[config.mk]
export PLATFORM = sky130hd
export DESIGN_NAME = pcc_queue
export DESIGN_NICKNAME = d
export VERILOG_FILES = /design/src/rtl/core/pcc_pkg.sv /design/src/rtl/core/pcc_queue.sv
export SDC_FILE = /design/constraint.sdc
export NUM_CORES = 1
export LEC_CHECK = 0
export BUFFER_PORTS_ARGS = -buffer_cell sky130_fd_sc_hd__buf_2
export CAP_MARGIN = 20
export CORE_AREA = 2 2 247 249
export DETAILED_ROUTE_END_ITERATION = 6
export DIE_AREA = 0 0 249 251
export GPL_TIMING_DRIVEN = 0
export PLACE_DENSITY = 0.78
export RECOVER_POWER = 50
export SLEW_MARGIN = 5
export SYNTH_ARGS = -nofsm -noshare
export SYNTH_HDL_FRONTEND = slang
export SYNTH_SLANG_ARGS = --single-unit
export TNS_END_PERCENT = 10
[constraint.sdc]
create_clock -name aclk -period 9 [get_ports aclk]
set_clock_uncertainty 0.15 [all_clocks]
set_input_delay 0.45 -clock aclk [delete_from_list [all_inputs] [get_ports aclk]]
set_output_delay 0.45 -clock aclk [all_outputs]
set_load 0.05 [all_outputs]
[src/rtl/core/pcc_pkg.sv]
// Shared types, constants and width helpers for the polar/Cartesian converter.
// Used by every module under rtl/core; depends on nothing.
`timescale 1ns / 1ps
`default_nettype none

package pcc_pkg;

    localparam int ROTATION_STEPS_DEF = 16;
    localparam int COORD_WIDTH_DEF    = 32;

    // guard fraction bits carried through the rotation datapath
    localparam int GUARD          = 8;
    localparam int PRESCALE_SHIFT = 30 - GUARD;
    localparam int HEADROOM       = 3;
    localparam int QUEUE_DEPTH    = 4;

    // reciprocal of the CORDIC gain (1/K), Q2.30
    localparam logic signed [31:0] GAIN_Q30 = 32'sd652032874;

    localparam logic [15:0] HALF_TURN_BAM = 16'h8000;
    localparam logic [31:0] HALF_TURN_Z   = 32'h8000_0000;
    localparam logic [31:0] ANGLE_ROUND   = 32'h0000_8000;

    // atan(2^-i) in units of 2^-32 turn
    localparam logic [31:0] ATAN_TAB [32] = '{
        32'd536870912, 32'd316933406, 32'd167458907, 32'd85004756,
        32'd42667331,  32'd21354465,  32'd10679838,  32'd5340245,
        32'd2670163,   32'd1335087,   32'd667544,    32'd333772,
        32'd166886,    32'd83443,     32'd41722,     32'd20861,
        32'd10430,     32'd5215,      32'd2608,      32'd1304,
        32'd652,       32'd326,       32'd163,       32'd81,
        32'd41,        32'd20,        32'd10,        32'd5,
        32'd3,         32'd1,         32'd1,         32'd0
    };

    typedef enum logic {
        KIND_TO_POLAR = 1'b0,
        KIND_TO_CART  = 1'b1
    } kind_t;

    // fields that ride alongside the rotation datapath
    typedef struct packed {
        kind_t       kind;
        logic        zero;
        logic [31:0] echo_x;
        logic [31:0] echo_y;
        logic [15:0] angle;
        logic [30:0] magnitude;
    } side_t;

    typedef struct packed {
        logic full;
        logic empty;
    } q_stat_t;

    function automatic int cw_eff(input int cw);
        return (cw < 32) ? cw : 32;
    endfunction

    function automatic int int_width(input int cw);
        return cw_eff(cw) + GUARD + HEADROOM;
    endfunction

endpackage

`default_nettype wire

[src/rtl/core/pcc_queue.sv]
// Short word queue between the front end and the rotation pipeline.
// Depends on pcc_pkg; written by pcc_front, read by pcc_back.
`timescale 1ns / 1ps
`default_nettype none

module pcc_queue #(
    parameter  int COORD_WIDTH = pcc_pkg::COORD_WIDTH_DEF,
    localparam int IW          = pcc_pkg::int_width(COORD_WIDTH)
) (
    input  wire logic                  aclk,
    input  wire logic                  aresetn,
    input  wire logic                  push,
    input  wire pcc_pkg::side_t        wr_side,
    input  wire logic signed [IW-1:0]  wr_x,
    input  wire logic signed [IW-1:0]  wr_y,
    input  wire logic [31:0]           wr_z,
    input  wire logic                  pop,
    output pcc_pkg::side_t             rd_side,
    output logic signed [IW-1:0]       rd_x,
    output logic signed [IW-1:0]       rd_y,
    output logic [31:0]                rd_z,
    output pcc_pkg::q_stat_t           q_stat
);

    localparam int DEPTH = pcc_pkg::QUEUE_DEPTH;
    localparam int PTR_W = $clog2(DEPTH);
    localparam int CNT_W = $clog2(DEPTH + 1);

    pcc_pkg::side_t       side_mem_reg [DEPTH];
    logic signed [IW-1:0] x_mem_reg    [DEPTH];
    logic signed [IW-1:0] y_mem_reg    [DEPTH];
    logic [31:0]          z_mem_reg    [DEPTH];

    logic [PTR_W-1:0]     wr_ptr_reg, rd_ptr_reg;
    logic [CNT_W-1:0]     count_reg;

    always_ff @(posedge aclk) begin
        if (!aresetn) begin
            wr_ptr_reg <= '0;
            rd_ptr_reg <= '0;
            count_reg  <= '0;
        end else begin
            if (push) begin
                wr_ptr_reg <= wr_ptr_reg + 1'b1;
            end
            if (pop) begin
                rd_ptr_reg <= rd_ptr_reg + 1'b1;
            end
            count_reg <= count_reg + CNT_W'(push) - CNT_W'(pop);
        end
    end

    always_ff @(posedge aclk) begin
        if (push) begin
            side_mem_reg[wr_ptr_reg] <= wr_side;
            x_mem_reg[wr_ptr_reg]    <= wr_x;
            y_mem_reg[wr_ptr_reg]    <= wr_y;
            z_mem_reg[wr_ptr_reg]    <= wr_z;
        end
    end

    assign rd_side      = side_mem_reg[rd_ptr_reg];
    assign rd_x         = x_mem_reg[rd_ptr_reg];
    assign rd_y         = y_mem_reg[rd_ptr_reg];
    assign rd_z         = z_mem_reg[rd_ptr_reg];
    assign q_stat.full  = (count_reg == CNT_W'(DEPTH));
    assign q_stat.empty = (count_reg == '0);

endmodule

`default_nettype wire

==> impl_metrics.json <==
{
  "status": "finished with violations",
  "violations": "max-capacitance violations, max-slew violations",
  "pwr_density_cell_nw_per_um2": 237.5,
  "ir_drop_uv": 203.8,
  "netlist_top_cells_area": "edfxtp_1 82%, mux4_2 15%, buf_6 0.73%",
  "rows": 90,
  "synth-edff-count": 924,
  "cp-startpoint": "wr_ptr_reg[0]",
  "die_area_um2": 62500,
  "ys_seq_elements": 933,
  "crit_path_frequent_cell": "buf_16",
  "end_kind": "flip-flop",
  "clock_sinks": 933,
  "cp.depth": 5,
  "die_h_um": 251,
  "final_antenna_net_count": 0,
  "syn_inst": 1250,
  "finalHoldViolCount": 0,
  "core_um2": 59790,
  "r2r-end": "y_mem_reg[0][8]",
  "synth.most_common_cell": "edfxtp_1",
  "num_io_pins": 468,
  "wire_per_inst_um": 25.71,
  "htreeDepth": 3,
  "endpoint": "y_mem_reg[0][8]",
  "cts_tree": "done",
  "cp_slowest_stage_delay_ns": 2.61,
  "drv_slew": 153,
  "crit_fanout": 55,
  "vias": 16590,
  "worstHoldPathType": "in2reg",
  "fin_crit_sh_pct": 49.10,
  "cp_top_family": "simple AND/OR/NAND/NOR gates",
  "clkPwrFrac_pct": 34.7,
  "required_ns": 9.11,
  "synth_top_area_share_pct": 82.13,
  "sw_frac_of_total_pct": 25.92,
  "p_int_mw": 7.442,
  "insertion_delay_ns": 0.61,
  "cp_data_arrival_time_ns": 4.53,
  "yosys.cell_types.count": 19,
  "drive_gt1_share_pct": 30.23,
  "power_mw": 10.05,
  "clockRootBuffer": "clkbuf_16",
  "grt_start_max_net_pins": 56,
  "power_frac_seq_pct": 50.3,
  "synthArstFlopShare_pct": 0,
  "rsz0062_at_grt": "no",
  "syn_area_per_cell_um2": 27.03,
  "yosysSeqAreaShare_pct": 82.66,
  "io_buffers": 467,
  "syn_area_um2": 33780,
  "fin_ws_ns": 4.581,
  "finalNetCount": 2299,
  "dr.first_iter.drc_count": 1342,
  "cts_buffers": 89,
  "clock_path_buffers": 3,
  "slew_headroom_pct": -143.0,
  "cts-resized-gates": 0,
  "drcViolationCount": 0,
  "grt-ovfl-total": 0,
  "fmax_mhz": 226.3,
  "dp_hpwl_mm": 43.41,
  "min_period_ns": 4.419,
  "critPathLaunchType": "flip-flop",
  "p_leak_nw": 13.91,
  "tightest_slew_ns": 3.645,
  "synthToLayoutAreaGrowth_pct": 25.17,
  "largest_reg_flops": 452,
  "yosys.area.top_type": "edfxtp_1",
  "routed_wl_mm": 74.91,
  "max_cap_violations": 4,
  "synth_flop_cell": "edfxtp_1",
  "synth_common_cells": "924 x edfxtp_1, 231 x mux4_2, 25 x buf_2",
  "p_sw_mw": 2.603,
  "via_per_inst": 5.694,
  "min_from": "push",
  "first_pass_iters": 6,
  "grt_pass1_wl_mm": 111.5,
  "start_util_pct": 56.50,
  "crit_type": "reg2reg",
  "yosys_warnings": 0,
  "reg2reg_depth": 5,
  "reg2reg_from": "wr_ptr_reg[0]",
  "p_comb_share_pct": 15.0,
  "antenna_found_initial": 13,
  "cp_slowest_cell": "and2_0",
  "grtUsageTotal_pct": 24.22,
  "setup_violations": 0,
  "synth_nets": 1492,
  "critical_path.cell_chain": "inv_1 -> ha_1 -> and2_0 -> buf_16 -> buf_16",
  "dp_slack_ns": 5.953,
  "die_w_um": 249,
  "critical_path_buf_inv_count": 3,
  "r2r_slack_ns": 4.58,
  "grt_pass1_vias": 17860,
  "fillers": 3429,
  "path_clk_slew_ns": 0.06,
  "gp_congestion": 0.7563
}
==> layout make-up <==
cell class | count | area, um2 | area share [%]
sequential | 933 | 27930 | 66.04
multi-input combinational | 258 | 5439 | 12.86
timing repair buffer | 716 | 4818 | 11.39
clock buffer | 109 | 2345 | 5.545
tap | 782 | 978.4 | 2.314
buffer | 52 | 391.6 | 0.9261
clock inverter | 49 | 345.3 | 0.8166
inverter | 7 | 26.28 | 0.06213
antenna | 7 | 17.52 | 0.04142
==> through the flow <==
step           std cells  hold slack (ns)  util, %  setup TNS [ns]  cell area [um2]
2_1_floorplan       1250           0.3493        -               0            33780
3_3_place_gp        2499           0.3660    62.04        -1575.89            37100
3_5_place_dp        2515           0.4002    62.80               0            37550
4_1_cts             2906          0.02136    71.20               0            42570
5_1_grt             2911           0.1025    70.71               0            42280
6_report            2913          0.04757    70.72               0            42290
==> power groups by stage <==
| stage | Combinational, mW | Clock, mW | Sequential, mW |
|---|---|---|---|
| floorplan | 1.02 | 0 | 5.16 |
| global placement | 1.39 | 0 | 5.21 |
| detailed placement | 1.44 | 0 | 5.13 |
| CTS | 1.53 | 3.53 | 5.05 |
| global route | 1.58 | 3.71 | 5.06 |
| finish | 1.51 | 3.48 | 5.05 |
==> cells in the final DEF, fill, tap and decap left out, types with 4 or more instances in the layout <==
cell / count
and2_0: 4
buf_6: 22
dlygate4sd3_1: 233
edfxtp_1: 924
inv_1: 7
dfxtp_1: 9
clkinv_2: 13
nor2_1: 5
clkbuf_1: 256
diode_2: 7
clkinv_1: 27
buf_16: 16
ha_1: 6
bufinv_16: 4
clkbuf_16: 91
buf_2: 259
mux4_2: 231
==> how the worst min path moves through the flow <==
stage / to / slack [ns] / depth (start not counted)
after floorplan: flip-flop / 0.35 / 2
after global placement: flip-flop / 0.37 / 2
after detailed placement: flip-flop / 0.40 / 2
after CTS: wr_ptr_reg[0] / 0.02 / 3
after global routing: wr_ptr_reg[1] / 0.10 / 3
final: wr_ptr_reg[0] / 0.05 / 3
==> layer usage <==
layer	track usage (%)	wire (um)
met1	30.35	27590
met3	7.020	6524
met4	7.723	1924
met2	41.29	38780
met5	0	92
==> logic make-up (layout without fill, tap and decap cells) <==
logic type | Yosys count | after routing | synth area share (%)
XOR/XNOR | 3 | 3 | 0.1222
multiplexers | 232 | 232 | 15.43
AND/OR/NAND/NOR | 14 | 14 | 0.2222
other | 0 | 7 | 0
AO/OA/AOI/OAI | 2 | 2 | 0.04443
buffers and inverters | 59 | 933 | 1.237
flip-flops | 933 | 933 | 82.66
adder cells (fa/ha/maj) | 7 | 7 | 0.2815
==> worst min-delay path, cell delays in order <==
cell	delay, ns
buf_2	0.16
xnor2_1	0.09
nor2_1	0.07
==> timing repair <==
action / in CTS / in global routing
endpoints found under the hold margin: 932 / 0
hold buffers: 233 / 0
setup buffers: 0 / 0
(Power assumes the default switching activity.)
