<file path="src/rtl/core/pcc_pkg.sv">
// Shared types, constants and width helpers for the polar/Cartesian converter.
// Used by every module under rtl/core; depends on nothing.
`timescale 1ns / 1ps
`default_nettype none

package pcc_pkg;

    localparam int ROTATION_STEPS_DEF = 16;
    localparam int COORD_WIDTH_DEF    = 32;

    // guard fraction bits carried through the rotation datapath
    localparam int GUARD          = 8;
    localparam int PRESCALE_SHIFT = 30 - GUARD;
    localparam int HEADROOM       = 3;
    localparam int QUEUE_DEPTH    = 4;

    // reciprocal of the CORDIC gain (1/K), Q2.30
    localparam logic signed [31:0] GAIN_Q30 = 32'sd652032874;

    localparam logic [15:0] HALF_TURN_BAM = 16'h8000;
    localparam logic [31:0] HALF_TURN_Z   = 32'h8000_0000;
    localparam logic [31:0] ANGLE_ROUND   = 32'h0000_8000;

    // atan(2^-i) in units of 2^-32 turn
    localparam logic [31:0] ATAN_TAB [32] = '{
        32'd536870912, 32'd316933406, 32'd167458907, 32'd85004756,
        32'd42667331,  32'd21354465,  32'd10679838,  32'd5340245,
        32'd2670163,   32'd1335087,   32'd667544,    32'd333772,
        32'd166886,    32'd83443,     32'd41722,     32'd20861,
        32'd10430,     32'd5215,      32'd2608,      32'd1304,
        32'd652,       32'd326,       32'd163,       32'd81,
        32'd41,        32'd20,        32'd10,        32'd5,
        32'd3,         32'd1,         32'd1,         32'd0
    };

    typedef enum logic {
        KIND_TO_POLAR = 1'b0,
        KIND_TO_CART  = 1'b1
    } kind_t;

    // fields that ride alongside the rotation datapath
    typedef struct packed {
        kind_t       kind;
        logic        zero;
        logic [31:0] echo_x;
        logic [31:0] echo_y;
        logic [15:0] angle;
        logic [30:0] magnitude;
    } side_t;

    typedef struct packed {
        logic full;
        logic empty;
    } q_stat_t;

    function automatic int cw_eff(input int cw);
        return (cw < 32) ? cw : 32;
    endfunction

    function automatic int int_width(input int cw);
        return cw_eff(cw) + GUARD + HEADROOM;
    endfunction

endpackage

`default_nettype wire

</file>
<file path="src/rtl/core/pcc_front.sv">
// Front end: takes input words, classifies by kind, folds sign and quadrant,
// and applies the gain prescale. Depends on pcc_pkg; feeds pcc_queue.
`timescale 1ns / 1ps
`default_nettype none

module pcc_front #(
    parameter  int COORD_WIDTH = pcc_pkg::COORD_WIDTH_DEF,
    localparam int IW          = pcc_pkg::int_width(COORD_WIDTH)
) (
    input  wire logic                  aclk,
    input  wire logic                  aresetn,
    input  wire logic                  s_valid,
    output logic                       s_ready,
    input  wire logic                  s_kind,
    input  wire logic signed [31:0]    s_x_in,
    input  wire logic signed [31:0]    s_y_in,
    input  wire logic signed [31:0]    s_magnitude_in,
    input  wire logic signed [15:0]    s_angle_in,
    input  wire pcc_pkg::q_stat_t      q_stat,
    output logic                       q_push,
    output pcc_pkg::side_t             q_side,
    output logic signed [IW-1:0]       q_x,
    output logic signed [IW-1:0]       q_y,
    output logic [31:0]                q_z
);

    localparam int CW = pcc_pkg::cw_eff(COORD_WIDTH);
    localparam int PW = CW + 32;
    localparam logic signed [CW:0] MAXC = (CW+1)'((64'sd1 <<< (CW - 1)) - 64'sd1);

    logic                en;
    logic [2:0]          v_reg;

    logic signed [CW:0]  xs, ys, ms, mm;
    logic [15:0]         ang_a;
    logic signed [CW:0]  px_next, py_next;
    logic [31:0]         z_next;
    logic                negx_next;
    pcc_pkg::side_t      side_next;

    logic signed [CW:0]  px1_reg, py1_reg;
    logic [31:0]         z1_reg, z2_reg, z3_reg;
    logic                negx1_reg, negx2_reg;
    pcc_pkg::side_t      side1_reg, side2_reg, side3_reg;

    logic signed [PW-1:0] prodx_next, prody_next;
    logic signed [PW-1:0] prodx_reg, prody_reg;
    logic signed [PW-1:0] shx, shy;
    logic signed [IW-1:0] x3_next, y3_next;
    logic signed [IW-1:0] x3_reg, y3_reg;

    assign en      = !v_reg[2] || !q_stat.full;
    assign s_ready = en;
    assign q_push  = v_reg[2] && !q_stat.full;

    always_comb begin
        xs        = {s_x_in[CW-1], s_x_in[CW-1:0]};
        ys        = {s_y_in[CW-1], s_y_in[CW-1:0]};
        ms        = {s_magnitude_in[CW-1], s_magnitude_in[CW-1:0]};
        mm        = ms;
        ang_a     = s_angle_in;
        px_next   = xs;
        py_next   = ys;
        z_next    = '0;
        negx_next = 1'b0;

        side_next.kind      = pcc_pkg::kind_t'(s_kind);
        side_next.zero      = (xs == '0) && (ys == '0);
        side_next.echo_x    = 32'(xs);
        side_next.echo_y    = 32'(ys);
        side_next.angle     = '0;
        side_next.magnitude = '0;

        if (side_next.kind == pcc_pkg::KIND_TO_CART) begin
            if (ms[CW]) begin
                mm    = -ms;
                ang_a = s_angle_in + pcc_pkg::HALF_TURN_BAM;
            end
            if (mm > MAXC) begin
                mm = MAXC;
            end
            side_next.zero      = 1'b0;
            side_next.echo_x    = '0;
            side_next.echo_y    = '0;
            side_next.angle     = ang_a;
            side_next.magnitude = 31'(mm);
            // fold the left half plane onto the right one
            negx_next = ang_a[15] ^ ang_a[14];
            z_next    = {ang_a[15] ^ negx_next, ang_a[14:0], 16'h0000};
            px_next   = mm;
            py_next   = '0;
        end else if (xs[CW]) begin
            px_next = -xs;
            py_next = -ys;
            z_next  = pcc_pkg::HALF_TURN_Z;
        end
    end

    assign prodx_next = PW'(px1_reg) * PW'(pcc_pkg::GAIN_Q30);
    assign prody_next = PW'(py1_reg) * PW'(pcc_pkg::GAIN_Q30);

    assign shx     = prodx_reg >>> pcc_pkg::PRESCALE_SHIFT;
    assign shy     = prody_reg >>> pcc_pkg::PRESCALE_SHIFT;
    assign x3_next = IW'(negx2_reg ? -shx : shx);
    assign y3_next = IW'(shy);

    always_ff @(posedge aclk) begin
        if (!aresetn) begin
            v_reg <= '0;
        end else if (en) begin
            v_reg <= {v_reg[1:0], s_valid};
        end
    end

    always_ff @(posedge aclk) begin
        if (en) begin
            px1_reg   <= px_next;
            py1_reg   <= py_next;
            z1_reg    <= z_next;
            negx1_reg <= negx_next;
            side1_reg <= side_next;

            prodx_reg <= prodx_next;
            prody_reg <= prody_next;
            z2_reg    <= z1_reg;
            negx2_reg <= negx1_reg;
            side2_reg <= side1_reg;

            x3_reg    <= x3_next;
            y3_reg    <= y3_next;
            z3_reg    <= z2_reg;
            side3_reg <= side2_reg;
        end
    end

    assign q_side = side3_reg;
    assign q_x    = x3_reg;
    assign q_y    = y3_reg;
    assign q_z    = z3_reg;

endmodule

`default_nettype wire

</file>
<file path="config.mk">
export PLATFORM = sky130hd
export DESIGN_NAME = pcc_front
export DESIGN_NICKNAME = d
export VERILOG_FILES = /design/src/rtl/core/pcc_pkg.sv /design/src/rtl/core/pcc_front.sv
export SDC_FILE = /design/constraint.sdc
export NUM_CORES = 2
export LEC_CHECK = 0
export BUFFER_PORTS_ARGS = -buffer_cell sky130_fd_sc_hd__buf_2
export CAP_MARGIN = 20
export CORE_MARGIN = 2
export CORE_UTILIZATION = 58
export DETAILED_ROUTE_END_ITERATION = 8
export GPL_TIMING_DRIVEN = 0
export PLACE_DENSITY = 0.77
export SLEW_MARGIN = 20
export SYNTH_ARGS = -nofsm -noshare
export SYNTH_HDL_FRONTEND = slang
export SYNTH_SLANG_ARGS = --single-unit
</file>
<file path="constraint.sdc">
create_clock -name aclk -period 13.8 [get_ports aclk]
set_clock_uncertainty 0.05 [all_clocks]
set_input_delay 0 -clock aclk [delete_from_list [all_inputs] [get_ports aclk]]
set_output_delay 0 -clock aclk [all_outputs]
set_load 0.02 [all_outputs]
</file>
==> results.sh <==
export IMPL_period_needed_ns=8.94
export IMPL_crit_type="flop to flop"
export IMPL_yosysWarnings=0
export IMPL_io_pins=351
export IMPL_hold_path_class="input port to flop"
export IMPL_slew_violations=0
export IMPL_die_area_sq_mm=0.106
export IMPL_num_fill_cells=7883
export IMPL_dr_first_iter_drc_count=3182
export IMPL_worstMarginPinSlew_ns=1.20
export IMPL_syn_inst=5120
export IMPL_gp_congestion=1.03
export IMPL_regArea_sq_mm=0.0174
export IMPL_port_buffers=332
export IMPL_synth_edf_count=578
export IMPL_grt_pass1_wl_mm=245
export IMPL_cts_root_buffer="clkbuf_16"
export IMPL_clock_latency_ns=0.71
export IMPL_finalHoldViolCount=0
export IMPL_synth_seq_cells=581
export IMPL_clk_pin_slew_ns=0.06
export IMPL_end_kind="flop"
export IMPL_htreeDepth=2
export IMPL_synth_area_per_cell_sq_um=11.8
export IMPL_outcome="finished, final reports clean"
export IMPL_gr_total_overflow=0
export IMPL_cp_slowest_stage_delay_ns=0.75
export IMPL_yosysSeqAreaShare_pct=28.9
export IMPL_cts_path_max_buffers=3
export IMPL_crit_slowest_cell="a311oi_1"
export IMPL_synthTopCellsByArea="fa_1 (29%), edfxtp_1 (29%), ha_1 (16%)"
export IMPL_fin_crit_sh_pct=64.8
export IMPL_grt_usage_pct=31.0
export IMPL_rsz0062_at_grt="false"
export IMPL_synth_flop_cell="edfxtp_1"
export IMPL_cts_tree="done"
export IMPL_fin_util_pct=65.2
export IMPL_cpMostUsedCell="fa_1"
export IMPL_wl_per_cell_um=23.0
export IMPL_drtPass1Iterations=5
export IMPL_vias=39300
export IMPL_holdWs_ns=0.0873
export IMPL_grt_pass1_vias=41100
export IMPL_drc=0
export IMPL_ant_nets=0
export IMPL_cts_resized_gates=0
export IMPL_async_reset_ff_share_pct=0
export IMPL_die_width_um=326
export IMPL_drt_total_wl_mm=164
export IMPL_max_freq_mhz=112
export IMPL_max_slew_margin_rel_pct=19.1
export IMPL_worstPathMaxFanout=8
export IMPL_viasPerCell=5.53
export IMPL_cap_violations=0
export IMPL_multi_input_area_sq_mm=0.0378
export IMPL_cts_sinks=581
export IMPL_num_rows=118
export IMPL_syn2layout_area_growth_pct=11.8
export IMPL_cp_required_ns=14.14
export IMPL_syn_area_sq_mm=0.0602
export IMPL_nets=7448
export IMPL_yosysUniqueCellTypes=66
export IMPL_antenna_found_initial=19
export IMPL_core_sq_mm=0.103
export IMPL_synth_top_area_share_pct=29.0
export IMPL_setup_tns_final_ns=0
export IMPL_initial_utilization_pct=58.3
export IMPL_yosys_area_top_type="fa_1"
export IMPL_cts_buffers=61
export IMPL_final_layout_size_suffix_gt1_share_pct=8.75
export IMPL_die_h_um=326
export IMPL_cp_arrival_ns=9.27
export IMPL_hpwlAfterDp_mm=137
export IMPL_crit_chain="ha_1 > fa_1 > xor2_1 > ha_1 > a21o_1 > fa_1 > fa_1 > fa_1 > fa_1 > fa_1 > ha_1 > a21oi_1 > o21bai_1 > a221oi_1 > o211ai_1 > a311oi_1 > o31ai_1 > a31oi_2 > o31ai_1 > xor2_1"
export IMPL_worstSetupStartpointType="flop"
export IMPL_setup_viol=0
export IMPL_grt_max_degree=104
## critical path, delay by kind of cell, from the launching register on
family,cells,cell delay (ns)
flip-flops,1,0.67
XOR/XNOR,2,0.38
adder cells (fa/ha/maj),9,4.49
AO/OA/AOI/OAI,9,3.08
## layout make-up
class | count | area share, %
Clock buffer | 75 | 2.38
Inverter | 1227 | 6.84
Buffer | 102 | 0.747
Antenna cell | 9 | 0.0335
Clock inverter | 39 | 0.619
Tap cell | 1380 | 2.57
Sequential cell | 581 | 25.9
Timing Repair Buffer | 475 | 4.83
Multi-Input combinational cell | 3226 | 56.1
## cells in the final DEF, fill, tap and decap left out, types with 118 or more instances in the layout
master            n
dlygate4sd3_1   131
a21o_1          118
fa_1            872
xnor2_1         151
xor2_1          246
buf_2           332
ha_1            784
edfxtp_1        578
nand2_1         132
inv_1          1225
a21oi_1         166
## metrics by stage
stage	instance area, sq um	std cells	worst slack, ns
after floorplan	60300	5136	5.78
after global placement	63700	6848	3.06
after detailed placement	64000	6860	4.62
after CTS	67300	7105	4.60
after global routing	67300	7111	4.51
final	67300	7114	4.86
## Yosys cell counts (all sizes together), types with 21 or more instances
cell type	instances
and2	27
o21bai	64
edfxtp	578
a21o	118
nor2b	74
o21ai	103
o31ai	44
nand2b	21
nand4	27
buf	36
inv	1226
a21oi	166
clkbuf	66
nand2	133
ha	784
xnor2	151
fa	872
xor2	246
or3	30
nor2	88
a21boi	34
nand3	33
## worst paths after layout
path | start | end | slack, ns | cells after the start
hold reg to reg | side2_reg[68] | q_side[68] | 0.35 | 0
setup reg to reg | py1_reg[13] | prody_reg[52] | 4.86 | 20
hold / removal | s_magnitude_in[31] | side1_reg[29] | 0.09 | 4
setup / recovery | py1_reg[13] | prody_reg[52] | 4.86 | 20
## cell families after synthesis
kind of cell	count (synthesis)	synth area share, %
AOI/OAI and AO/OA	633	6.92
xor gates and xnor gates	397	5.78
adders and majority gates	1656	45.3
buffers and inverters	1329	8.49
DFF	581	28.9
muxes	7	0.116
other	1	0.00623
and+or+nand+nor	516	4.48
## per-layer routing
| layer | vias to the layer above | part of all wire, % | GRT usage [%] |
|---|---|---|---|
| met5 | - | 0.037 | 0 |
| met4 | 8 | 4.8 | 12.6 |
| met3 | 396 | 7.4 | 5.85 |
| met2 | 1515 | 49 | 51.7 |
| met1 | 19800 | 39 | 39.9 |
| li1 | 17700 | - | - |
## what timing repair did
action,in CTS,in global routing
setup buffers,0,0
endpoints found under the hold margin,181,0
hold buffers,131,0
Power is left out: the tool's default activity adds up to more than one toggle a clock period on the data nets, which glitch-free logic cannot reach.
